===== src/rtl/core/ria_pkg.sv =====
// ria_pkg: shared constants, codes and control structs for the rotating id allocator
// used by ria_ctrl, ria_dp, rotating_id_allocator and ria_checker; no dependencies
`timescale 1ns / 1ps
`default_nettype none

package ria_pkg;

  // id space and field widths
  localparam int ID_W       = 8;
  localparam int ID_SPACE   = 2 ** ID_W;
  localparam int HI_W       = ID_W + 1;
  localparam int CNT_W      = ID_W + 1;
  localparam int CFG_DATA_W = HI_W;
  localparam int CFG_IDX_W  = 1;
  localparam int OP_W       = 2;
  localparam int STATUS_W   = 2;

  // default handle width
  localparam int HANDLE_BITS_DEF = 32;

  // used map is scanned one chunk per cycle while the result output is not stalled
  localparam int CHUNK_LOG  = 4;
  localparam int CHUNK_BITS = 2 ** CHUNK_LOG;
  localparam int CIDX_W     = ID_W - CHUNK_LOG;

  // register reset values
  localparam logic [ID_W-1:0] LOW_RESET  = ID_W'(1);
  localparam logic [HI_W-1:0] HIGH_RESET = HI_W'(256);

  // operation codes
  typedef enum logic [OP_W-1:0] {
    OP_ALLOC  = 2'd0,
    OP_FREE   = 2'd1,
    OP_LOOKUP = 2'd2
  } op_e;

  // result status codes
  typedef enum logic [STATUS_W-1:0] {
    ST_OK        = 2'd0,
    ST_FULL      = 2'd1,
    ST_NOT_ALLOC = 2'd2
  } status_e;

  // configuration register indexes
  typedef enum logic [CFG_IDX_W-1:0] {
    CFG_LOW_LIMIT  = 1'b0,
    CFG_HIGH_LIMIT = 1'b1
  } cfg_idx_e;

  // controller to datapath commands
  typedef struct packed {
    logic capture;
    logic step;
    logic finish;
  } dp_cmd_t;

  // datapath to controller status
  typedef struct packed {
    logic is_alloc;
    logic range_ok;
    logic found;
    logic last;
  } dp_stat_t;

endpackage

`default_nettype wire


===== src/rtl/core/ria_ctrl.sv =====
// ria_ctrl: sequencing state machine of the rotating id allocator
// depends on ria_pkg; drives datapath commands and the handshake of both channels
`timescale 1ns / 1ps
`default_nettype none

module ria_ctrl (
  input  wire               clk_i,
  input  wire               rst_ni,
  input  wire               in_valid_i,
  output logic              in_stall_o,
  output logic              out_valid_o,
  input  wire               out_stall_i,
  input  ria_pkg::dp_stat_t stat_i,
  output ria_pkg::dp_cmd_t  cmd_o
);

  typedef enum logic {
    S_IDLE,
    S_WORK
  } state_e;

  state_e state_q, state_d;
  logic   out_valid_q, out_valid_d;
  logic   out_free;
  logic   done;

  // output register can take a new result this cycle
  assign out_free = !out_valid_q || !out_stall_i;

  // item finishes once the search ends or the op needs no search
  assign done = !stat_i.is_alloc || !stat_i.range_ok || stat_i.found || stat_i.last;

  always_comb begin
    state_d     = state_q;
    out_valid_d = out_valid_q;
    cmd_o       = '0;
    if (out_valid_q && !out_stall_i) begin
      out_valid_d = 1'b0;
    end
    unique case (state_q)
      S_IDLE: begin
        if (in_valid_i) begin
          cmd_o.capture = 1'b1;
          state_d       = S_WORK;
        end
      end
      S_WORK: begin
        if (out_free) begin
          if (done) begin
            cmd_o.finish = 1'b1;
            out_valid_d  = 1'b1;
            state_d      = S_IDLE;
          end else begin
            cmd_o.step = 1'b1;
          end
        end
      end
      default: state_d = S_IDLE;
    endcase
  end

  // state and output valid
  always_ff @(posedge clk_i or negedge rst_ni) begin
    if (!rst_ni) begin
      state_q     <= S_IDLE;
      out_valid_q <= 1'b0;
    end else begin
      state_q     <= state_d;
      out_valid_q <= out_valid_d;
    end
  end

  assign in_stall_o  = (state_q != S_IDLE);
  assign out_valid_o = out_valid_q;

endmodule

`default_nettype wire


===== config.mk =====
export PLATFORM = sky130hd
export DESIGN_NAME = ria_ctrl
export DESIGN_NICKNAME = d
export VERILOG_FILES = /design/src/rtl/core/ria_pkg.sv /design/src/rtl/core/ria_ctrl.sv
export SDC_FILE = /design/constraint.sdc
export NUM_CORES = 1
export LEC_CHECK = 0
export ABC_AREA = 0
export BUFFER_PORTS_ARGS = -buffer_cell sky130_fd_sc_hd__buf_2
export CAP_MARGIN = 15
export CORE_AREA = 5 5 42 44
export CTS_CLUSTER_SIZE = 20
export DETAILED_ROUTE_END_ITERATION = 12
export DIE_AREA = 0 0 47 49
export GPL_TIMING_DRIVEN = 0
export PLACE_DENSITY = 0.33
export SETUP_SLACK_MARGIN = 0.15
export SLEW_MARGIN = 40
export SYNTH_ARGS = -nofsm -noshare
export SYNTH_HDL_FRONTEND = slang
export SYNTH_SLANG_ARGS = --single-unit

===== constraint.sdc =====
create_clock -name clk_i -period 1.1 [get_ports clk_i]
set_input_delay 0 -clock clk_i [delete_from_list [all_inputs] [get_ports clk_i]]
set_output_delay 0 -clock clk_i [all_outputs]
set_load 0.01 [all_outputs]

Word level (Yosys, flattened, before mapping)
Cells that the tools add are included.
Word-level totals
  input port bits: 8
  bits in registers: 2
  bits in read-only memories: 0
  latch bits: 0
  output and inout bits: 5
  memories: 0
  logic and storage cells: 24
  bits in writable memories: 0
Operators by class
  multiply operators: 0
  divide/modulo/power cells: 0
  eq/ne operators: 0
  reductions and logical operators: 9
  magnitude comparators: 0
  $add $sub $neg: 0
  shifts and indexed selects: 0
  bitwise operators: 1
  mux-type cells: 12
Operator list (number)
  $mux 1: 9
  $logic_not 1->1: 4
  $logic_or 1x1->1: 4
  $mux 2: 2
  $pmux 1 s2: 1
  $logic_and 1x1->1: 1
  $not 1->1: 1

Logic depth before layout (Yosys ltp)
Gate-level depths: netlist (run 1).
  depth after elaboration: 7
  depth in mapped cells: 2

Worst setup path before layout (run 1)
No wires, ideal clock.
  path kind: reg-to-reg
  from: reg state_q, in the netlist in_stall_o
  to: reg state_q, in the netlist in_stall_o
  library setup time: 0.136 ns
  path slack: 0.393 ns
  data required time: 0.964 ns
  arrival: 0.571 ns
  stages on the path, launching flop included: 3
  cells stage by stage: dfrtp_1 > nor2_1 > a31oi_1
On the way
  cells in the longest elaborated chain, start to end: 2
RTL lines
  start: declaration: line ria_ctrl.sv:22  | state_e state_q, state_d;
  start signal: assignment: line ria_ctrl.sv:68  | state_q <= state_d;
  $not 1->1
  $pmux 1 s2 (*): line ria_ctrl.sv:40  | unique case (state_q)
  named net state_d: line ria_ctrl.sv:22
Mark *: on every way through the listed nets, which the timed path passes. The rest lies on a longest branch.

==> impl_metrics.tcl, run 1 <==
set metrics [dict create \
    cts_tree "built" \
    dpl.hpwl_um 322 \
    slew_viol_final 0 \
    hold_path.class "in2reg" \
    fin_skew_ns 0.00000208 \
    grt_pass1_vias 166 \
    min_period_ns 0.950 \
    die_height_um 49 \
    r2r-end "in_stall_o" \
    drt_iter0_drc 1 \
    layout_commonest_cell "buf_2" \
    grt.met3_usage_pct 4.06 \
    clock_latency_ns 0.22 \
    yosysTopAreaCell "dfrtp_1" \
    r2r_cells 4 \
    vias 162 \
    placed_cell_area_sq_um 195 \
    postRouteAntennaNets 0 \
    tns_ns 0 \
    totalWireLength_um 445 \
    synth-seq-cells 2 \
    dr.pass1.iters 2 \
    syn_area_sq_um 115 \
    n_antenna_cell 0 \
    ff2ff_setup_slack_ns 0.20 \
    synth.avg_cell_area_sq_um 9.59 \
    synth.top_cell.area_share_pct 43.5 \
    grt_pass1_wl_um 634 \
    whs_ns 0.0635 \
    antenna_found_initial 0 \
    rsz0062_at_grt "true" \
    mostFrequentLayoutCells "11 x buf_2, 3 x clkbuf_4, 2 x buf_4" \
    clkTransAtPathRegs_ns 0.03 \
    portBuffers 12 \
    die_x_um 47 \
    crit_path_end_kind "output pin" \
    outcome "finished clean" \
    setup_viol 0 \
    maxCapViolCount 0 \
    drive_gt1_share_pct 66.7 \
    cp.arrival_ns 0.95 \
    hold_viol 0 \
    leakage_nw 0.131 \
    worst_setup_path_start_kind "register" \
    endpoint "cmd_o[1]" \
    start_util_pct 8.21 \
    coreArea_sq_um 1400 \
    reg2reg_from "out_valid_o" \
    slew_headroom_pct 90.7 \
    fmax_mhz 1050 \
    use_met1_pct 4.40 \
    io_pins 13 \
    grt_usage_pct 4.58 \
    syn_inst 12 \
    place_congestion 0.803 \
    max-vdd-ir-drop_mv 0.337 \
    synth_xor_area_share_pct 0 \
    cts_buffers 3 \
    grt_max_degree 8 \
    clockBufferDepth 2 \
    yosysUniqueCellTypes 10 \
    synth_compound_area_share_pct 9.78 \
    grt.busiest_layer "met4" \
    synth_area_leaders "dfrtp_1 43%, and3_1 11%, and4bb_1 11%" \
    area_delta_synth_final_pct 124 \
    final_area_sq_um 258 \
    synthMuxAreaShare_pct 0 \
    cp_max_fo 3 \
    drc 0 \
    synth_fa_ha_area_share_pct 0 \
    power.density_nw_per_um2 2070 \
    ctsHtreeMaxLevel 1 \
    die_area_sq_um 2300 \
    rows 14 \
    cts-root-buf "clkbuf_4" \
    synth_warnings 0 \
    synth_nets 20 \
    finalCritPeriodShare_pct 86.3 \
    total_power_mw 0.534 \
    utilization_pct 18.4 \
    overflow 0 \
    critical_path_required_ns 1.10 \
    seq_area_frac_synth_pct 43.5 \
    avgViaCountPerCell 3.52 \
    criticalPathCategory "reg2out" \
    worst_pin_slew_ns 0.138 \
    clock_sinks 2 \
    synth-simple-area-share_pct 43.5 \
    grtUsageMet2_pct 4.30 \
    final_nets 40 \
    wl_per_cell_um 9.67 \
    synth_top_family_by_area "simple AND/OR/NAND/NOR gates" \
    critPathLaunch "out_valid_o" \
]
==> sequential cells by signal, indices dropped and copies added, names as in the netlist <==
name,flops
out_valid_o,1
in_stall_o,1
==> through the flow <==
step           std cells  setup WS [ns]
4_1_cts               45          0.138
5_1_grt               46          0.121
3_5_place_dp          40          0.367
6_report              46          0.150
2_1_floorplan         12          0.393
3_3_place_gp          40          0.367
==> final cells by class <==
type                            instances  area (sq um)
Fill cell                             162          1140
Multi-Input combinational cell          9          68.8
Sequential cell                         2          51.3
Timing Repair Buffer                   15          91.3
Clock buffer                            3          22.5
Tap cell                               16          20.0
Inverter                                1          3.75
==> worst max-delay path, cell delays in order (launching register included) <==
cell,delay [ns]
dfrtp_1,0.37
nand2_2,0.08
and3_4,0.18
buf_6,0.09
==> power breakdown <==
| part | internal (mW) | switching [mW] | total, mW |
|---|---|---|---|
| logic | 0.114 | 0.102 | 0.215 |
| clock network | 0.120 | 0.0427 | 0.163 |
| registers | 0.114 | 0.0413 | 0.156 |
==> metal layers <==
| layer | up-vias | wire, um |
|---|---|---|
| li1 | 81 | - |
| met1 | 68 | 166 |
| met2 | 13 | 167 |
| met3 | 0 | 111 |
| met4 | 0 | 0 |
| met5 | - | 0 |
==> how the worst min path moves through the flow <==
stage                          start     endpoint  slack [ns]  cells after the start
after detailed placement      rst_ni   in_stall_o       -0.21                      1
after global routing          rst_ni   in_stall_o        0.12                      2
after CTS                 in_valid_i   in_stall_o        0.05                      3
after floorplan               rst_ni   in_stall_o       -0.30                      0
final                     in_valid_i   in_stall_o        0.06                      3
after global placement        rst_ni  out_valid_o       -0.21                      1
==> Yosys cell counts <==
cell / instances
nand2_1: 1
nor2b_1: 1
dfrtp_1: 2
inv_1: 1
o21ai_0: 1
and4bb_1: 1
a31oi_1: 1
nand4bb_1: 1
nor2_1: 1
and3_1: 2
==> logic make-up (layout without fill, tap and decap cells) <==
logic type	count (synthesis)	after routing
AOI/OAI and AO/OA	2	2
buffers and inverters	1	19
and+or+nand+nor	7	7
DFF	2	2
==> what timing repair did <==
action	CTS	global route
hold buffers	1	0
setup endpoints to repair	2	2
pin swaps	1	1
endpoints found under the hold margin	2	0
resized for setup	1	3
buffers inserted	1	1
Note: power is estimated with default switching activity, not from simulation.
==> run 2, diff against run 1 <==
==> constraint.sdc (replaced) <==
create_clock -name clk_i -period 1.1 [get_ports clk_i]
set_input_delay 0.11 -clock clk_i [delete_from_list [all_inputs] [get_ports clk_i]]
set_output_delay 0.11 -clock clk_i [all_outputs]
set_load 0.01 [all_outputs]
==> run 2 against run 1 <==
Die area stayed put. Via count is 4.9% higher. Power is 9.9% higher. Fmax is 11% lower. Largest cell class unchanged. Combinational power is 31% higher. Critical path depth stayed put.
==> impl_metrics.tcl, run 2 (same netlist as run 1, synthesis figures left out) <==
set metrics [dict create \
    outcome "finished clean" \
    fillers 164 \
    hold_viol 0 \
    slew_headroom_pct 91.2 \
    placed_cells 40 \
    rsz0062_at_grt "true" \
    die_height_um 49 \
    avgViaCountPerCell 3.54 \
    placed_cell_area_sq_um 195 \
    max-vdd-ir-drop_mv 0.413 \
    totalWireLength_um 471 \
    min_period_ns 1.06 \
    vias 170 \
    die_area_sq_um 2300 \
    worst_pin_slew_ns 0.131 \
    clock_sinks 2 \
    grt_max_degree 6 \
    utilization_pct 19.4 \
    leakage_nw 0.142 \
    dpl.hpwl_um 322 \
    n_antenna_cell 0 \
    cts-root-buf "clkbuf_4" \
    cts_tree "built" \
    cts_buffers 3 \
    cp_max_fo 3 \
    place_congestion 0.803 \
    crit_path_end_kind "output pin" \
    criticalPathCategory "reg2out" \
    grt_pass1_vias 182 \
    slew_viol_final 0 \
    hold_path.class "in2reg" \
    rows 14 \
    drt_iter0_drc 0 \
    finalCritPeriodShare_pct 96.5 \
    final_area_sq_um 272 \
    area_delta_synth_final_pct 136 \
    tns_ns 0 \
    coreArea_sq_um 1400 \
    cp.arrival_ns 0.95 \
    grt_usage_pct 5.00 \
    final_cells 48 \
    ctsHtreeMaxLevel 1 \
    setup_viol 0 \
    fmax_mhz 942 \
    layout_commonest_cell "buf_2" \
    whs_ns 0.182 \
    clkTransAtPathRegs_ns 0.03 \
    overflow 0 \
    critical_path_required_ns 0.99 \
    drc 0 \
    io_pins 13 \
    postRouteAntennaNets 0 \
    fin_skew_ns 0.000347 \
    drive_gt1_share_pct 65.6 \
    die_x_um 47 \
    power.density_nw_per_um2 2160 \
    wl_per_cell_um 9.81 \
    final_nets 42 \
    grt_pass1_wl_um 710 \
    whs_path_depth 3 \
    clock_latency_ns 0.22 \
    start_util_pct 8.21 \
    clockBufferDepth 2 \
    mostFrequentLayoutCells "11 x buf_2, 4 x buf_4, 3 x clkbuf_4" \
    antenna_found_initial 0 \
    r2r_cells 4 \
    dr.pass1.iters 1 \
    portBuffers 12 \
    maxCapViolCount 0 \
    worst_setup_path_start_kind "register" \
]
==> run 2: final timing paths <==
path,slack [ns],start,endpoint
max reg2reg,0.19,in_stall_o,out_valid_o
min in group asynchronous,0.21,rst_ni,in_stall_o
max,0.04,out_valid_o,cmd_o[1]
max in group asynchronous,0.80,rst_ni,out_valid_o
min,0.18,in_valid_i,in_stall_o
min reg2reg,0.73,in_stall_o,in_stall_o
==> run 2: layer usage <==
metal / vias to the layer above / global-route usage, % / share of wire (%)
met1: 73 / 4.84 / 37
li1: 84 / - / -
met3: 0 / 4.06 / 23
met2: 13 / 5.20 / 39
met5: - / 0 / 0
met4: 0 / 6.91 / 0
==> run 2: what timing repair did <==
| action | CTS | global route |
|---|---|---|
| pin swaps | 1 | 2 |
| hold endpoints to repair | 2 | 0 |
| setup endpoints to repair | 3 | 3 |
| gates cloned | 0 | 0 |
| resized for setup | 1 | 2 |
| hold buffers | 1 | 0 |
| setup buffers | 3 | 1 |
==> run 2: metrics by stage <==
| step | total power, mW | worst slack, ns |
|---|---|---|
| final | 0.587 | 0.0386 |
| after global routing | 0.631 | 0.0117 |
| after CTS | 0.577 | 0.0281 |
| after detailed placement | 0.324 | 0.216 |
| after global placement | 0.322 | 0.235 |
| after floorplan | 0.233 | 0.298 |
==> run 2: where the power goes <==
group / switching, mW / internal (mW) / leakage (nW) / total [mW]
sequential: 0.0325 / 0.110 / 0.0225 / 0.143
combinational: 0.124 / 0.158 / 0.106 / 0.282
clock: 0.0424 / 0.120 / 0.0138 / 0.163
total: 0.199 / 0.389 / 0.142 / 0.587
==> run 2: layout make-up <==
type / count / area [sq um] / area share (%)
Multi-Input combinational cell: 9 / 68.8 / 25.3
Timing Repair Buffer: 17 / 106 / 39.2
Tap cell: 16 / 20.0 / 7.37
Inverter: 1 / 3.75 / 1.38
Clock buffer: 3 / 22.5 / 8.29
Sequential cell: 2 / 50.0 / 18.4
==> run 2: critical path: stages (launching register included) <==
cell and delay [ns]:
dfrtp_1 0.37, nand2_2 0.08, and3_4 0.19, buf_6 0.09
==> run 3, diff against run 2 <==
- ABC_AREA: 0 -> 1
- PLACE_DENSITY: 0.33 -> 0.34
==> run 3 against run 2 <==
The run now ends with setup timing left. Worst setup slack lost 0.045 ns. Combinational power rose by 65%. Worst hold slack lost 0.021 ns. Largest power group unchanged.
==> impl_metrics.tcl, run 3 <==
set metrics [dict create \
    outcome "finished with violations" \
    violations "setup timing" \
    portBuffers 12 \
    clockBufferDepth 2 \
    syn_area_sq_um 128 \
    synth.avg_cell_area_sq_um 7.09 \
    seq_area_frac_synth_pct 39.2 \
    utilization_pct 23.4 \
    cp_max_fo 2 \
    synth.top_cell.area_share_pct 39.2 \
    leakage_nw 0.181 \
    cts-root-buf "clkbuf_4" \
    place_ws_ns 0.146 \
    met3_length_um 114 \
    reg2reg_from "out_valid_o" \
    n_antenna_cell 0 \
    rows 14 \
    die_height_um 49 \
    worst_pin_slew_ns 0.143 \
    critPathLaunch "out_valid_o" \
    synthTopCellsByCount "4 x nand2_1, 3 x inv_1, 3 x nor2_1, 2 x dfrtp_1" \
    layout_commonest_cell "buf_2" \
    worst_setup_path_start_kind "register" \
    ctsHtreeMaxLevel 1 \
    slew_viol_final 0 \
    drc 0 \
    ff2ff_setup_slack_ns 0 \
    hold_path.class "in2reg" \
    grt_pass1_wl_um 897 \
    clock_latency_ns 0.23 \
    max-vdd-ir-drop_mv 0.671 \
    synth_warnings 0 \
    finalCritPeriodShare_pct 101 \
    criticalPathCategory "reg2out" \
    fin_skew_ns 0.00272 \
    cts_buffers 3 \
    synth_nets 26 \
    synth-seq-cells 2 \
    hold_viol 0 \
    r2r_cells 7 \
    io_pins 13 \
    grt_usage_pct 6.20 \
    wl_met2_um 185 \
    drive_gt1_share_pct 75.6 \
    crit_path_end_kind "output pin" \
    min_period_ns 1.11 \
    yosysUniqueCellTypes 10 \
    place_congestion 0.586 \
    r2r-end "out_valid_o" \
    totalWireLength_um 534 \
    cp.arrival_ns 1.00 \
    clock_sinks 2 \
    fmax_mhz 904 \
    cts_tree "built" \
    slew_headroom_pct 90.4 \
    setup_slack_ns -0.00606 \
    dpl.hpwl_um 348 \
    power.density_nw_per_um2 2370 \
    critical_path_required_ns 0.99 \
    start_util_pct 9.11 \
    dr.pass1.iters 2 \
    wl_per_cell_um 9.37 \
    maxCapViolCount 0 \
    area_delta_synth_final_pct 157 \
    setup_viol 1 \
    vias 192 \
    synth_edf_count 0 \
    final_nets 51 \
    total_power_mw 0.777 \
    top_layer_used "met3" \
    coreArea_sq_um 1400 \
    met1_length_um 234 \
    synth_area_leaders "dfrtp_1 39%, nand2_1 12%, inv_1 8.8%" \
    mostFrequentLayoutCells "10 x buf_2, 6 x buf_6, 3 x nand2_2, 3 x clkbuf_4, 3 x buf_4" \
    endpoint "cmd_o[1]" \
    yosys.cell_count.top_type "nand2_1" \
    syn_inst 18 \
    async_reset_ff_share_pct 100 \
    clkTransAtPathRegs_ns 0.03 \
    grt_pass1_vias 216 \
    whs_ns 0.161 \
    synthFlopType "dfrtp_1" \
    antenna_found_initial 0 \
    rsz0062_at_grt "true" \
    avgViaCountPerCell 3.37 \
    die_x_um 47 \
    postRouteAntennaNets 0 \
    drt_iter0_drc 1 \
    grt_max_degree 4 \
    die_area_sq_um 2300 \
    overflow 0 \
    yosysTopAreaCell "dfrtp_1" \
]
-- run 3: changes by cell type after synthesis, moves of 2 or more --
cell / before / now
and3_1: 2 / 0
inv_1: 1 / 3
nand2_1: 1 / 4
nor2_1: 1 / 3
-- run 3: area by class of cell --
cell class	instances	area [sq um]
Clock buffer	3	22.5
Timing Repair Buffer	20	150
Sequential cell	2	50.0
Fill cell	160	1070
Tap cell	16	20.0
Inverter	4	15.0
Multi-Input combinational cell	12	70.1
-- run 3: timing repair --
action,in CTS,in global routing
resized for setup,8,2
hold buffers,1,0
pin swaps,4,1
cloned,0,0
hold endpoints to repair,2,0
endpoints found under the setup margin,3,6
buffers inserted,6,1
-- run 3: through the flow --
stage,instances,setup TNS [ns],cell area (sq um)
floorplan,18,0,128
global placement,46,0,208
detailed placement,46,0,208
CTS,56,-0.0227,315
finish,57,-0.00606,328
global route,57,-0.233,328
-- run 3: worst min-delay path by stage --
stage               slack (ns)  startpoint    endpoint  cells after the start
finish                    0.16  in_valid_i  in_stall_o                      3
global route              0.20  in_valid_i  in_stall_o                      3
CTS                       0.16  in_valid_i  in_stall_o                      3
detailed placement       -0.10      rst_ni  in_stall_o                      1
global placement         -0.10      rst_ni  in_stall_o                      1
floorplan                -0.19      rst_ni  in_stall_o                      0
-- run 3: routing by layer --
| metal | track usage [%] | vias to the layer above |
|---|---|---|
| li1 | - | 101 |
| met1 | 7.27 | 77 |
| met2 | 6.56 | 14 |
| met3 | 6.27 | 0 |
| met4 | 4.15 | 0 |
| met5 | 0 | - |
-- run 3: kinds of logic (layout without fill, tap and decap cells) --
logic type	Yosys count	in the layout	share of synthesized area [%]
buf+inv	4	27	11.8
compound gates	2	2	10.8
flops	2	2	39.2
simple gates	10	10	38.2
-- run 3: critical path: stages, from the launching register on --
cell	delay (ns)
dfrtp_1	0.39
nand2_2	0.08
inv_2	0.05
nor3_2	0.10
buf_2	0.15
-- run 3: power by group --
part | internal (mW) | leakage, nW | switching [mW] | total (mW)
combinational | 0.270 | 0.145 | 0.196 | 0.466
clock | 0.120 | 0.0138 | 0.0434 | 0.164
sequential | 0.111 | 0.0225 | 0.0369 | 0.147
